[config.mk]
export PLATFORM = sky130hd
export DESIGN_NAME = isr64_cell
export DESIGN_NICKNAME = d
export VERILOG_FILES = /design/src/rtl/isr64_cell.sv
export SDC_FILE = /design/constraint.sdc
export NUM_CORES = 1
export LEC_CHECK = 0
export BUFFER_PORTS_ARGS = -buffer_cell sky130_fd_sc_hd__buf_2
export CAP_MARGIN = 40
export CORE_MARGIN = 10
export CORE_UTILIZATION = 45
export CTS_BUF_LIST = sky130_fd_sc_hd__clkbuf_8 sky130_fd_sc_hd__clkbuf_16
export CTS_CLUSTER_SIZE = 10
export DETAILED_ROUTE_END_ITERATION = 8
export GPL_ROUTABILITY_DRIVEN = 1
export PLACE_DENSITY = 0.91
export SYNTH_ARGS = -nofsm -noshare
export SYNTH_HDL_FRONTEND = slang
export SYNTH_SLANG_ARGS = --single-unit
export TNS_END_PERCENT = 1
[constraint.sdc]
create_clock -name i_clk -period 3.77 [get_ports i_clk]
set_clock_uncertainty 0.2 [all_clocks]
set_input_delay 0.754 -clock i_clk [delete_from_list [all_inputs] [get_ports i_clk]]
set_output_delay 0.754 -clock i_clk [all_outputs]
set_load 0.005 [all_outputs]
[src/rtl/isr64_cell.sv]
module isr64_cell #(
    parameter int unsigned STEPS = 32
) (
    input  logic                 i_clk,
    input  logic                 i_rst_n,
    input  logic                 i_valid,
    input  logic [2*STEPS-1:0]   i_rad,
    input  logic [STEPS:0]       i_rem,
    input  logic [STEPS-1:0]     i_root,
    output logic                 o_valid,
    output logic [2*STEPS-1:0]   o_rad,
    output logic [STEPS:0]       o_rem,
    output logic [STEPS-1:0]     o_root
);

    localparam int unsigned PW = 2 * STEPS;
    localparam int unsigned RW = STEPS + 1;
    localparam int unsigned CW = RW + 2;

    logic          r_valid;
    logic [PW-1:0] r_rad;
    logic [RW-1:0] r_rem;
    logic [STEPS-1:0] r_root;

    logic [PW-1:0]    n_rad;
    logic [RW-1:0]    n_rem;
    logic [STEPS-1:0] n_root;

    logic [CW-1:0] w_cur;
    logic [CW-1:0] w_trial;
    logic [CW-1:0] w_diff;
    logic          w_fits;

    // Bring down the next two radicand bits and try the partial root with a one appended.
    always_comb begin
        w_cur   = {i_rem, i_rad[PW-1 -: 2]};
        w_trial = CW'({i_root, 2'b01});
        w_fits  = (w_cur >= w_trial);
        w_diff  = w_cur - w_trial;
        n_rem   = w_fits ? w_diff[RW-1:0] : w_cur[RW-1:0];
        n_root  = STEPS'({i_root, w_fits});
        n_rad   = i_rad << 2;
    end

    always_ff @(posedge i_clk) begin
        if (!i_rst_n) begin
            r_valid <= 1'b0;
        end else begin
            r_valid <= i_valid;
        end
    end

    always_ff @(posedge i_clk) begin
        r_rad  <= n_rad;
        r_rem  <= n_rem;
        r_root <= n_root;
    end

    assign o_valid = r_valid;
    assign o_rad   = r_rad;
    assign o_rem   = r_rem;
    assign o_root  = r_root;

endmodule

==> flow_metrics.env, run 1 <==
export IMPL_outcome="completed"
export IMPL_routed_wl_mm=16.67
export IMPL_detail_route_vias_per_cell=4.895
export IMPL_drt_pre_antenna_iters=5
export IMPL_arrival_ns=3.51
export IMPL_hold_end="o_rad[24]$_DFF_P_"
export IMPL_initial_core_util_pct=46.61
export IMPL_cts_sink_count=128
export IMPL_timing_critical_path_max_delay_family="compound AO/OA/AOI/OAI gates"
export IMPL_global_route_usage_total_pct=20.70
export IMPL_fp_dieW_um=123.9
export IMPL_finalNetCount=936
export IMPL_finalCritPeriodShare_pct=86.67
export IMPL_placementRows=37
export IMPL_overflow=0
export IMPL_floorplan_die_area_mm2=0.01534
export IMPL_peakVddDrop_mv=0.4111
export IMPL_max_cap_violations=0
export IMPL_p_per_area_mw_per_mm2=552.4
export IMPL_postSynthAreaPerCell_um2=9.907
export IMPL_worst_path_largest_cell_delay_ns=0.64
export IMPL_crit_path_cell_trace="buf_2 -> inv_1 -> ha_1 -> and4_1 -> and3_1 -> nand2_1 -> a221o_1 -> a21oi_1 -> a21oi_1 -> o21ai_4 -> buf_4 -> nor2_1 -> a21oi_1"
export IMPL_maxSlewHeadroom_pct=48.97
export IMPL_multi_input_area_mm2=0.002057
export IMPL_globalplace_congestion=0.8875
export IMPL_critPathRequiredTime_ns=4.01
export IMPL_whs_path_depth=1
export IMPL_clk_root_buffer_cell="sky130_fd_sc_hd__clkbuf_8"
export IMPL_placement_io_buffers=259
export IMPL_routed_via_count=4503
export IMPL_hold_buffers=0
export IMPL_final_hold_violation_count=0
export IMPL_synth_cell_types=48
export IMPL_grt_antenna_before_repair=1
export IMPL_drtAntennaViolNets=0
export IMPL_tritoncts="yes"
export IMPL_startpoint_type="primary input"
export IMPL_ctsHtreeMaxLevel=4
export IMPL_path_class="in -> reg"
export IMPL_share_of_layout_cells_above_drive_strength_1_pct=41.12
export IMPL_finalSetupTns_ns=0
export IMPL_die_h_um=123.9
export IMPL_synth_top_cell_by_area="sky130_fd_sc_hd__dfxtp_1"
export IMPL_clk_path_buf_depth=2
export IMPL_ios=262
export IMPL_worstPathBufferInverterCount=3
export IMPL_critical_path_depth=13
export IMPL_place_hpwl_mm=13.74
export IMPL_tightestPinTransition_ns=0.7626
export IMPL_total_leakage_power_uw=0.003558
export IMPL_core_region_area_mm2=0.01042
export IMPL_rsz0062_at_grt="no"
export IMPL_seqCellArea_mm2=0.002562
export IMPL_drc_violations=0
export IMPL_detailedRoute_firstIterationViolations=273
export IMPL_clkSlewWorstSetupHoldPaths_ns=0.06
export IMPL_min_period_ns=3.267
export IMPL_cts_buffers=17
export IMPL_hold_start="i_rad[22]"
export IMPL_wl_per_cell_um=18.12
export IMPL_cts_repair_resize_count=0
export IMPL_fmaxAchievable_mhz=306.1
export IMPL_worst_hold_path_type="in -> reg"
export IMPL_post_cts_repair_setup_buffers=0
export IMPL_worst_hold_slack_ns=0.1434
export IMPL_cp_slowest_cell="sky130_fd_sc_hd__o21ai_4"
export IMPL_grt_first_pass_wirelength_mm=24.71
export IMPL_power_total_uw=3859
export IMPL_grt_start_max_net_pins=26
export IMPL_synth_seq_area_share_pct=52.78
export IMPL_crit_path_frequent_cell="sky130_fd_sc_hd__a21oi_1"
export IMPL_yosysWarningCount=0
export IMPL_num_fill_cells=876
export IMPL_yosys_register_bits=128
export IMPL_setup_worst_path_end_class="flip-flop"
export IMPL_area_growth_synth_to_final_pct=43.89
export IMPL_setup_viol=0
export IMPL_grt_pass1_vias=4706
export IMPL_syn_area_mm2=0.004855
export IMPL_slew_viol_final=0
export IMPL_synth_largest_type_area_fraction_pct=52.78
export IMPL_synth_cells=490
export IMPL_synth_top_cells_by_area="sky130_fd_sc_hd__dfxtp_1, sky130_fd_sc_hd__ha_1, sky130_fd_sc_hd__a21oi_1, sky130_fd_sc_hd__xnor2_1, sky130_fd_sc_hd__nor2_1"
export IMPL_path_max_fanout=25
-- worst max path at each step --
stage / slack (ns) / startpoint / end
global route: 0.25 / i_root[6] / o_rem[26]$_DFF_P_
detailed placement: -0.03 / i_root[6] / o_rem[22]$_DFF_P_
floorplan: 0.58 / i_root[5] / o_rem[32]$_DFF_P_
global placement: 0.06 / i_root[8] / o_rem[26]$_DFF_P_
CTS: 0.50 / i_root[6] / o_rem[20]$_DFF_P_
finish: 0.50 / i_root[6] / o_rem[22]$_DFF_P_
-- cell usage after synthesis (all sizes together) --
cell and count:
a2111o 1, a211oi 5, a21boi 1, a21o 9
a21oi 58, a221o 3, a221oi 2, a31oi 5
a41oi 2, and2 2, and3 3, and4 1
buf 13, clkbuf 5, conb 1, dfxtp 128
ha 34, inv 39, mux2 7, nand2 28
nand2b 4, nand3 8, nand4 6, nor2 42
nor2b 1, nor3 5, nor3b 1, nor4 1
o2111ai 1, o211a 1, o211ai 2, o21a 8
o21ai 21, o21bai 6, o221ai 1, o22ai 1
o31a 1, o31ai 3, or2b 1, or4 1
xnor2 19, xor2 9
-- where the power goes --
group,switching (uW),internal (uW),total (uW)
clock network,625,1040,1660
logic,358,323,682
registers,30.5,1480,1510
total,1010,2840,3860
-- flip-flops by register name (all words and copies together) (netlist names) --
register and count:
o_rad 62, o_root 32, o_valid 1, o_rem 33
-- placed cells by master (no fill, tap or decap), types with 3 or more instances in the layout --
cell,instances
sky130_fd_sc_hd__buf_2,259
sky130_fd_sc_hd__dfxtp_1,128
sky130_fd_sc_hd__a21oi_1,56
sky130_fd_sc_hd__nor2_1,42
sky130_fd_sc_hd__inv_1,40
sky130_fd_sc_hd__ha_1,34
sky130_fd_sc_hd__nand2_1,28
sky130_fd_sc_hd__o21ai_0,20
sky130_fd_sc_hd__xnor2_1,19
sky130_fd_sc_hd__buf_4,19
sky130_fd_sc_hd__clkbuf_16,16
sky130_fd_sc_hd__a21o_1,9
sky130_fd_sc_hd__xor2_1,9
sky130_fd_sc_hd__o21a_1,8
sky130_fd_sc_hd__nand3_1,8
sky130_fd_sc_hd__mux2_2,7
sky130_fd_sc_hd__o21bai_1,6
sky130_fd_sc_hd__nand4_1,6
sky130_fd_sc_hd__nor3_1,5
sky130_fd_sc_hd__a31oi_1,5
sky130_fd_sc_hd__inv_6,5
sky130_fd_sc_hd__nand2b_1,4
sky130_fd_sc_hd__and3_1,3
sky130_fd_sc_hd__a221o_1,3
sky130_fd_sc_hd__a211oi_1,3
sky130_fd_sc_hd__clkinv_4,3
sky130_fd_sc_hd__bufinv_16,3
-- cells by family (layout without fill, tap and decap cells) --
group | Yosys count | in the layout | share of synthesized area, %
compound gates | 131 | 131 | 17.04
xor+xnor | 28 | 28 | 5.052
fa+ha+maj | 34 | 34 | 8.763
buf+inv | 57 | 349 | 5.077
flops | 128 | 128 | 52.78
mux | 7 | 7 | 1.624
other cells | 1 | 3 | 0.07725
simple gates | 104 | 104 | 9.588
-- through the flow --
step | setup slack (ns) | cell area, um2 | utilization [%] | cells
finish | 0.5027 | 6985 | 67.06 | 920
global route | 0.2514 | 6985 | 67.06 | 920
CTS | 0.5024 | 6983 | 67.04 | 919
detailed placement | -0.02711 | 6375 | 61.20 | 887
global placement | 0.05567 | 6375 | 61.20 | 887
floorplan | 0.5778 | 4858 | - | 491
-- metal layers --
metal	up-vias	global-route usage (%)	share of wire, %
met2	192	38.31	52
li1	2242	-	-
met5	-	0	0
met1	2046	21.28	37
met3	23	7.964	9.1
met4	0	5.531	1.8
-- final cells by class --
type	instances	share of cell area (%)
sequential	128	36.68
multi-input combinational	306	29.45
timing repair buffer	278	20.60
clock buffer	18	6.126
clock inverter	14	2.579
tap	136	2.436
inverter	39	2.096
antenna	1	0.03582
(Power assumes the default switching activity.)
==> run 2: changes to the inputs <==
REMOVE_ABC_BUFFERS = 1   (was not set)
==> run 2 against run 1 <==
Effect of this change:
- clock power fell by 2%
- total power shrank 1.3%
- die area did not move
- sequential share of layout area increased by 0.43 points
- fmax is 5.5% higher
- non-clock buffer count decreased by 10
- critical path depth up 1
- count of clock-buffer cells in the layout unchanged
- core utilization fell by 0.77 points
- critical path type unchanged
- largest power group unchanged
- highest routed layer unchanged
==> flow_metrics.env, run 2 (same netlist as run 1, synthesis figures left out) <==
export IMPL_outcome="completed"
export IMPL_p_per_area_mw_per_mm2=551.4
export IMPL_layout_cells_most_common="sky130_fd_sc_hd__buf_2"
export IMPL_place_hpwl_mm=13.06
export IMPL_path_max_fanout=41
export IMPL_grt_start_max_net_pins=42
export IMPL_grt_antenna_before_repair=1
export IMPL_detail_route_vias_per_cell=4.946
export IMPL_tritoncts="yes"
export IMPL_postLayoutCoreUtil_pct=66.29
export IMPL_p_switching_uw=987.0
export IMPL_whs_path_depth=1
export IMPL_clk_path_buf_depth=2
export IMPL_crit_path_frequent_cell="sky130_fd_sc_hd__a21oi_1"
export IMPL_fmaxAchievable_mhz=323.0
export IMPL_internal_power_uw=2821
export IMPL_die_h_um=123.9
export IMPL_grt_pass1_vias=4548
export IMPL_global_route_usage_total_pct=20.09
export IMPL_drt_pre_antenna_iters=4
export IMPL_overflow=0
export IMPL_finalNetCount=926
export IMPL_total_leakage_power_uw=0.003501
export IMPL_cp_slowest_cell="sky130_fd_sc_hd__ha_1"
export IMPL_p_clk_share_pct=42.6
export IMPL_setup_viol=0
export IMPL_layoutNonFillerInstCount=909
export IMPL_globalplace_congestion=0.9189
export IMPL_fp_dieW_um=123.9
export IMPL_cts_buffers=17
export IMPL_hold_buffers=0
export IMPL_max_cap_violations=0
export IMPL_startpoint_type="primary input"
export IMPL_dpl_cell_count=877
export IMPL_core_region_area_mm2=0.01042
export IMPL_final_hold_violation_count=0
export IMPL_routed_via_count=4496
export IMPL_setup_worst_path_end_class="flip-flop"
export IMPL_worst_path_largest_cell_delay_ns=0.40
export IMPL_sequentialPowerShare_pct=39.8
export IMPL_ios=262
export IMPL_rsz0062_at_grt="no"
export IMPL_crit_path_cell_trace="buf_2 -> inv_1 -> ha_1 -> and4_1 -> and3_1 -> nand2_1 -> a221o_1 -> a21oi_1 -> a21oi_1 -> o21ai_4 -> buf_12 -> buf_4 -> nor2_1 -> a21oi_1"
export IMPL_clk_root_buffer_cell="sky130_fd_sc_hd__clkbuf_8"
export IMPL_path_class="in -> reg"
export IMPL_drc_violations=0
export IMPL_power_share_combinational_pct=17.6
export IMPL_detailedRoute_firstIterationViolations=253
export IMPL_ctsHtreeMaxLevel=4
export IMPL_worst_hold_slack_ns=0.1183
export IMPL_post_cts_repair_setup_buffers=0
export IMPL_worst_hold_path_type="in -> reg"
export IMPL_hold_start="i_rad[27]"
export IMPL_cts_sink_count=128
export IMPL_cts_repair_resize_count=0
export IMPL_min_period_ns=3.096
export IMPL_arrival_ns=3.35
export IMPL_floorplan_die_area_mm2=0.01534
export IMPL_clkSlewWorstSetupHoldPaths_ns=0.06
export IMPL_critPathRequiredTime_ns=4.03
export IMPL_grt_first_pass_wirelength_mm=23.69
export IMPL_initial_core_util_pct=46.61
export IMPL_slew_viol_final=0
export IMPL_area_growth_synth_to_final_pct=42.24
export IMPL_placement_io_buffers=259
export IMPL_flip_flop_count_of_the_largest_register_after_layout=62
export IMPL_hold_end="o_rad[29]$_DFF_P_"
export IMPL_drtAntennaViolNets=0
export IMPL_switching_share_pct=25.92
export IMPL_peakVddDrop_mv=0.3779
export IMPL_layout_cells_most_common_list="sky130_fd_sc_hd__buf_2, sky130_fd_sc_hd__dfxtp_1, sky130_fd_sc_hd__a21oi_1"
export IMPL_antenna_cells=0
export IMPL_wl_per_cell_um=17.72
export IMPL_share_of_layout_cells_above_drive_strength_1_pct=40.23
export IMPL_finalSetupTns_ns=0
export IMPL_routed_wl_mm=16.11
export IMPL_finalCritPeriodShare_pct=82.13
export IMPL_placementRows=37
## run 2: worst max path at each step
stage | startpoint | endpoint | cells past startpoint
floorplan | i_root[5] | o_rem[13]$_DFF_P_ | 10
global placement | i_rem[5] | o_rem[32]$_DFF_P_ | 11
detailed placement | i_root[5] | o_rem[22]$_DFF_P_ | 14
CTS | i_root[5] | o_rem[22]$_DFF_P_ | 14
global route | i_root[5] | o_rem[21]$_DFF_P_ | 14
finish | i_root[5] | o_rem[22]$_DFF_P_ | 14
## run 2: worst max-delay path: cells and delay by family
kind	cells	cell delay, ns
AO/OA/AOI/OAI	5	0.97
AND/OR/NAND/NOR	4	0.63
buffers and inverters	4	0.60
adder cells (fa/ha/maj)	1	0.40
## run 2: per-stage QoR
stage	instance area [um2]	total power [uW]	setup slack, ns
2_1_floorplan	4758	1893	-0.3303
3_3_place_gp	6312	2190	0.2873
5_1_grt	6905	3985	0.5092
6_report	6905	3808	0.6737
4_1_cts	6905	3841	0.7277
3_5_place_dp	6312	2208	0.1927
## run 2: per-layer routing
layer,share of wire (%),track usage [%],vias up
met5,0,0,-
met4,1.7,7.424,0
met3,12,9.186,29
met2,51,35.66,201
met1,35,20.23,2048
li1,-,-,2218
## run 2: area by class of cell
class                   count  area, um2
clock buffers              18      427.9
clock inverters            14      165.2
fillers                   839       3511
inverters                  39      146.4
multi-input cells         306       2057
flip-flops and latches    128       2562
well taps                 136      170.2
repair buffers            268       1376
## run 2: power groups by stage
stage          Clock (uW)  Sequential, uW  Combinational (uW)
5_1_grt              1720            1520                 743
3_3_place_gp            0            1540                 654
2_1_floorplan           0            1560                 330
6_report             1620            1510                 672
3_5_place_dp            0            1540                 667
4_1_cts              1650            1520                 676
==> run 3: changes to the inputs <==
CORE_UTILIZATION = 40   (was 45)
PLACE_DENSITY = 0.87   (was 0.91)
clock period = 2.8 ns   (was 3.77 ns; I/O delays follow)
==> run 3 against run 2 <==
Effect of this change:
- first-iteration DRC count is 15% lower
- clock power is 33% higher
- combinational power grew 62%
- sequential share of layout area down 3.6 points
- via count grew 8.8%
- core utilization shrank 2.3 points
- final area grew 11%
- critical path type unchanged
- sequential cell count unchanged
- routed wire length increased by 4.1%
- total power is 39% higher
- global-route usage shrank 1.9 points
==> flow_metrics.env, run 3 (same netlist as run 1, synthesis figures left out) <==
export IMPL_setup_worst_path_end_class="flip-flop"
export IMPL_globalplace_congestion=0.8644
export IMPL_worst_path_largest_cell_delay_ns=0.42
export IMPL_post_cts_repair_setup_buffers=0
export IMPL_timing_critical_path_max_delay_family="compound AO/OA/AOI/OAI gates"
export IMPL_finalSetupTns_ns=0
export IMPL_grt_first_pass_wirelength_mm=24.17
export IMPL_drt_pre_antenna_iters=5
export IMPL_p_per_area_mw_per_mm2=689.3
export IMPL_finalNetCount=1008
export IMPL_startpoint_type="primary input"
export IMPL_wl_per_cell_um=16.75
export IMPL_detail_route_vias_per_cell=4.886
export IMPL_critical_path_depth=12
export IMPL_crit_path_cell_trace="buf_2 -> inv_1 -> ha_4 -> a211oi_2 -> o21bai_1 -> a21o_1 -> a221o_1 -> a221o_1 -> a21o_1 -> a21oi_2 -> xor2_1 -> a21oi_1"
export IMPL_multi_input_area_mm2=0.002170
export IMPL_fp_dieW_um=130.2
export IMPL_layout_cells_most_common_list="sky130_fd_sc_hd__buf_2, sky130_fd_sc_hd__dfxtp_1, sky130_fd_sc_hd__buf_4"
export IMPL_arrival_ns=2.81
export IMPL_layout_cells_most_common="sky130_fd_sc_hd__buf_2"
export IMPL_timing_final_ws_setup_ns=0.08134
export IMPL_fmaxAchievable_mhz=367.8
export IMPL_seqCellArea_mm2=0.002562
export IMPL_path_class="in -> reg"
export IMPL_area_growth_synth_to_final_pct=57.76
export IMPL_overflow=0
export IMPL_layoutNonFillerInstCount=1001
export IMPL_critPathLaunch="i_root[5]"
export IMPL_routed_via_count=4891
export IMPL_flip_flop_count_of_the_largest_register_after_layout=62
export IMPL_placementRows=40
export IMPL_total_leakage_power_uw=0.003896
export IMPL_peakVddDrop_mv=0.3602
export IMPL_outcome="completed"
export IMPL_clk_root_buffer_cell="sky130_fd_sc_hd__clkbuf_16"
export IMPL_detailedRoute_firstIterationViolations=216
export IMPL_place_hpwl_mm=13.47
export IMPL_ios=262
export IMPL_floorplan_die_area_mm2=0.01694
export IMPL_grt_pass1_vias=5053
export IMPL_crit_path_end="o_rem[32]$_DFF_P_"
export IMPL_critPathRequiredTime_ns=2.90
export IMPL_pre_cts_ws_ns=-0.4233
export IMPL_tritoncts="yes"
export IMPL_placement_io_buffers=259
export IMPL_core_region_area_mm2=0.01196
export IMPL_die_h_um=130.2
export IMPL_slew_viol_final=0
export IMPL_max_cap_violations=0
export IMPL_dpl_cell_count=970
export IMPL_rsz0062_at_grt="yes"
export IMPL_initial_core_util_pct=40.59
export IMPL_cp_slowest_cell="sky130_fd_sc_hd__a221o_1"
export IMPL_num_fill_cells=909
export IMPL_worst_hold_slack_ns=0.04808
export IMPL_antenna_cells=0
export IMPL_global_route_usage_total_pct=18.20
export IMPL_min_period_ns=2.719
export IMPL_share_of_layout_cells_above_drive_strength_1_pct=48.01
export IMPL_setup_viol=0
export IMPL_cts_sink_count=128
export IMPL_drtAntennaViolNets=0
export IMPL_ctsHtreeMaxLevel=4
export IMPL_finalCritPeriodShare_pct=97.09
export IMPL_final_hold_violation_count=0
export IMPL_routed_wl_mm=16.77
export IMPL_drc_violations=0
export IMPL_cts_buffers=17
export IMPL_worst_hold_path_type="in -> reg"
export IMPL_grt_antenna_before_repair=3
export IMPL_grt_start_max_net_pins=20
export IMPL_worstPathBufferInverterCount=2
export IMPL_path_max_fanout=4
export IMPL_clkSlewWorstSetupHoldPaths_ns=0.06
export IMPL_clk_path_buf_depth=2
==> run 3: changes by cell type in the layout (fill, tap and decap cells not counted), moves of 3 or more <==
cell / change
sky130_fd_sc_hd__ha_1: -5
sky130_fd_sc_hd__o21ai_1: +3
sky130_fd_sc_hd__buf_4: +80
sky130_fd_sc_hd__inv_1: -3
sky130_fd_sc_hd__ha_4: +5
sky130_fd_sc_hd__o21ai_0: -3
sky130_fd_sc_hd__a21oi_1: -5
sky130_fd_sc_hd__a21oi_2: +4
==> run 3: stage by stage <==
| stage | cell area, um2 | util (%) | total power [uW] |
|---|---|---|---|
| 2_1_floorplan | 4758 | - | 2549 |
| 3_3_place_gp | 6954 | 58.14 | 3088 |
| 3_5_place_dp | 6954 | 58.14 | 3117 |
| 4_1_cts | 7542 | 63.05 | 5285 |
| 5_1_grt | 7659 | 64.03 | 5519 |
| 6_report | 7659 | 64.03 | 5279 |
==> run 3: report_power, final <==
part	internal (uW)	total, uW	switching [uW]
Clock	1350	2150	796
Combinational	555	1090	533
Sequential	2000	2040	46.1
==> run 3: routing by layer <==
| metal | vias to the layer above | track usage, % | wire [um] |
|---|---|---|---|
| met3 | 41 | 8.398 | 1808 |
| met1 | 2228 | 17.81 | 5978 |
| met4 | 6 | 6.415 | 408 |
| met5 | - | 0 | 39 |
| li1 | 2389 | - | - |
| met2 | 227 | 32.99 | 8533 |
==> run 3: area by class of cell <==
class                           count  area share [%]
Clock inverter                     12           1.764
Sequential cell                   128           33.46
Timing Repair Buffer              350           26.22
Clock buffer                       19           5.914
Inverter                           39           1.911
Tap cell                          147           2.402
Multi-Input combinational cell    306           28.33
==> run 3: timing repair <==
item / 4_1_cts / 5_1_grt
hold buffers: 0 / 0
endpoints found under the setup margin: 3 / 33
pin swaps: 0 / 11
gates resized for setup: 1 / 22
==> run 3: how the worst min path moves through the flow <==
stage | depth (start not counted) | to | slack, ns | from
2_1_floorplan | 0 | o_rad[10]$_DFF_P_ | 0.39 | i_rad[8]
5_1_grt | 1 | o_rad[15]$_DFF_P_ | 0.03 | i_rad[13]
3_3_place_gp | 1 | o_rad[26]$_DFF_P_ | 0.46 | i_rad[24]
6_report | 1 | o_rad[23]$_DFF_P_ | 0.05 | i_rad[21]
4_1_cts | 1 | o_rad[12]$_DFF_P_ | 0.03 | i_rad[10]
3_5_place_dp | 1 | o_rad[29]$_DFF_P_ | 0.46 | i_rad[27]
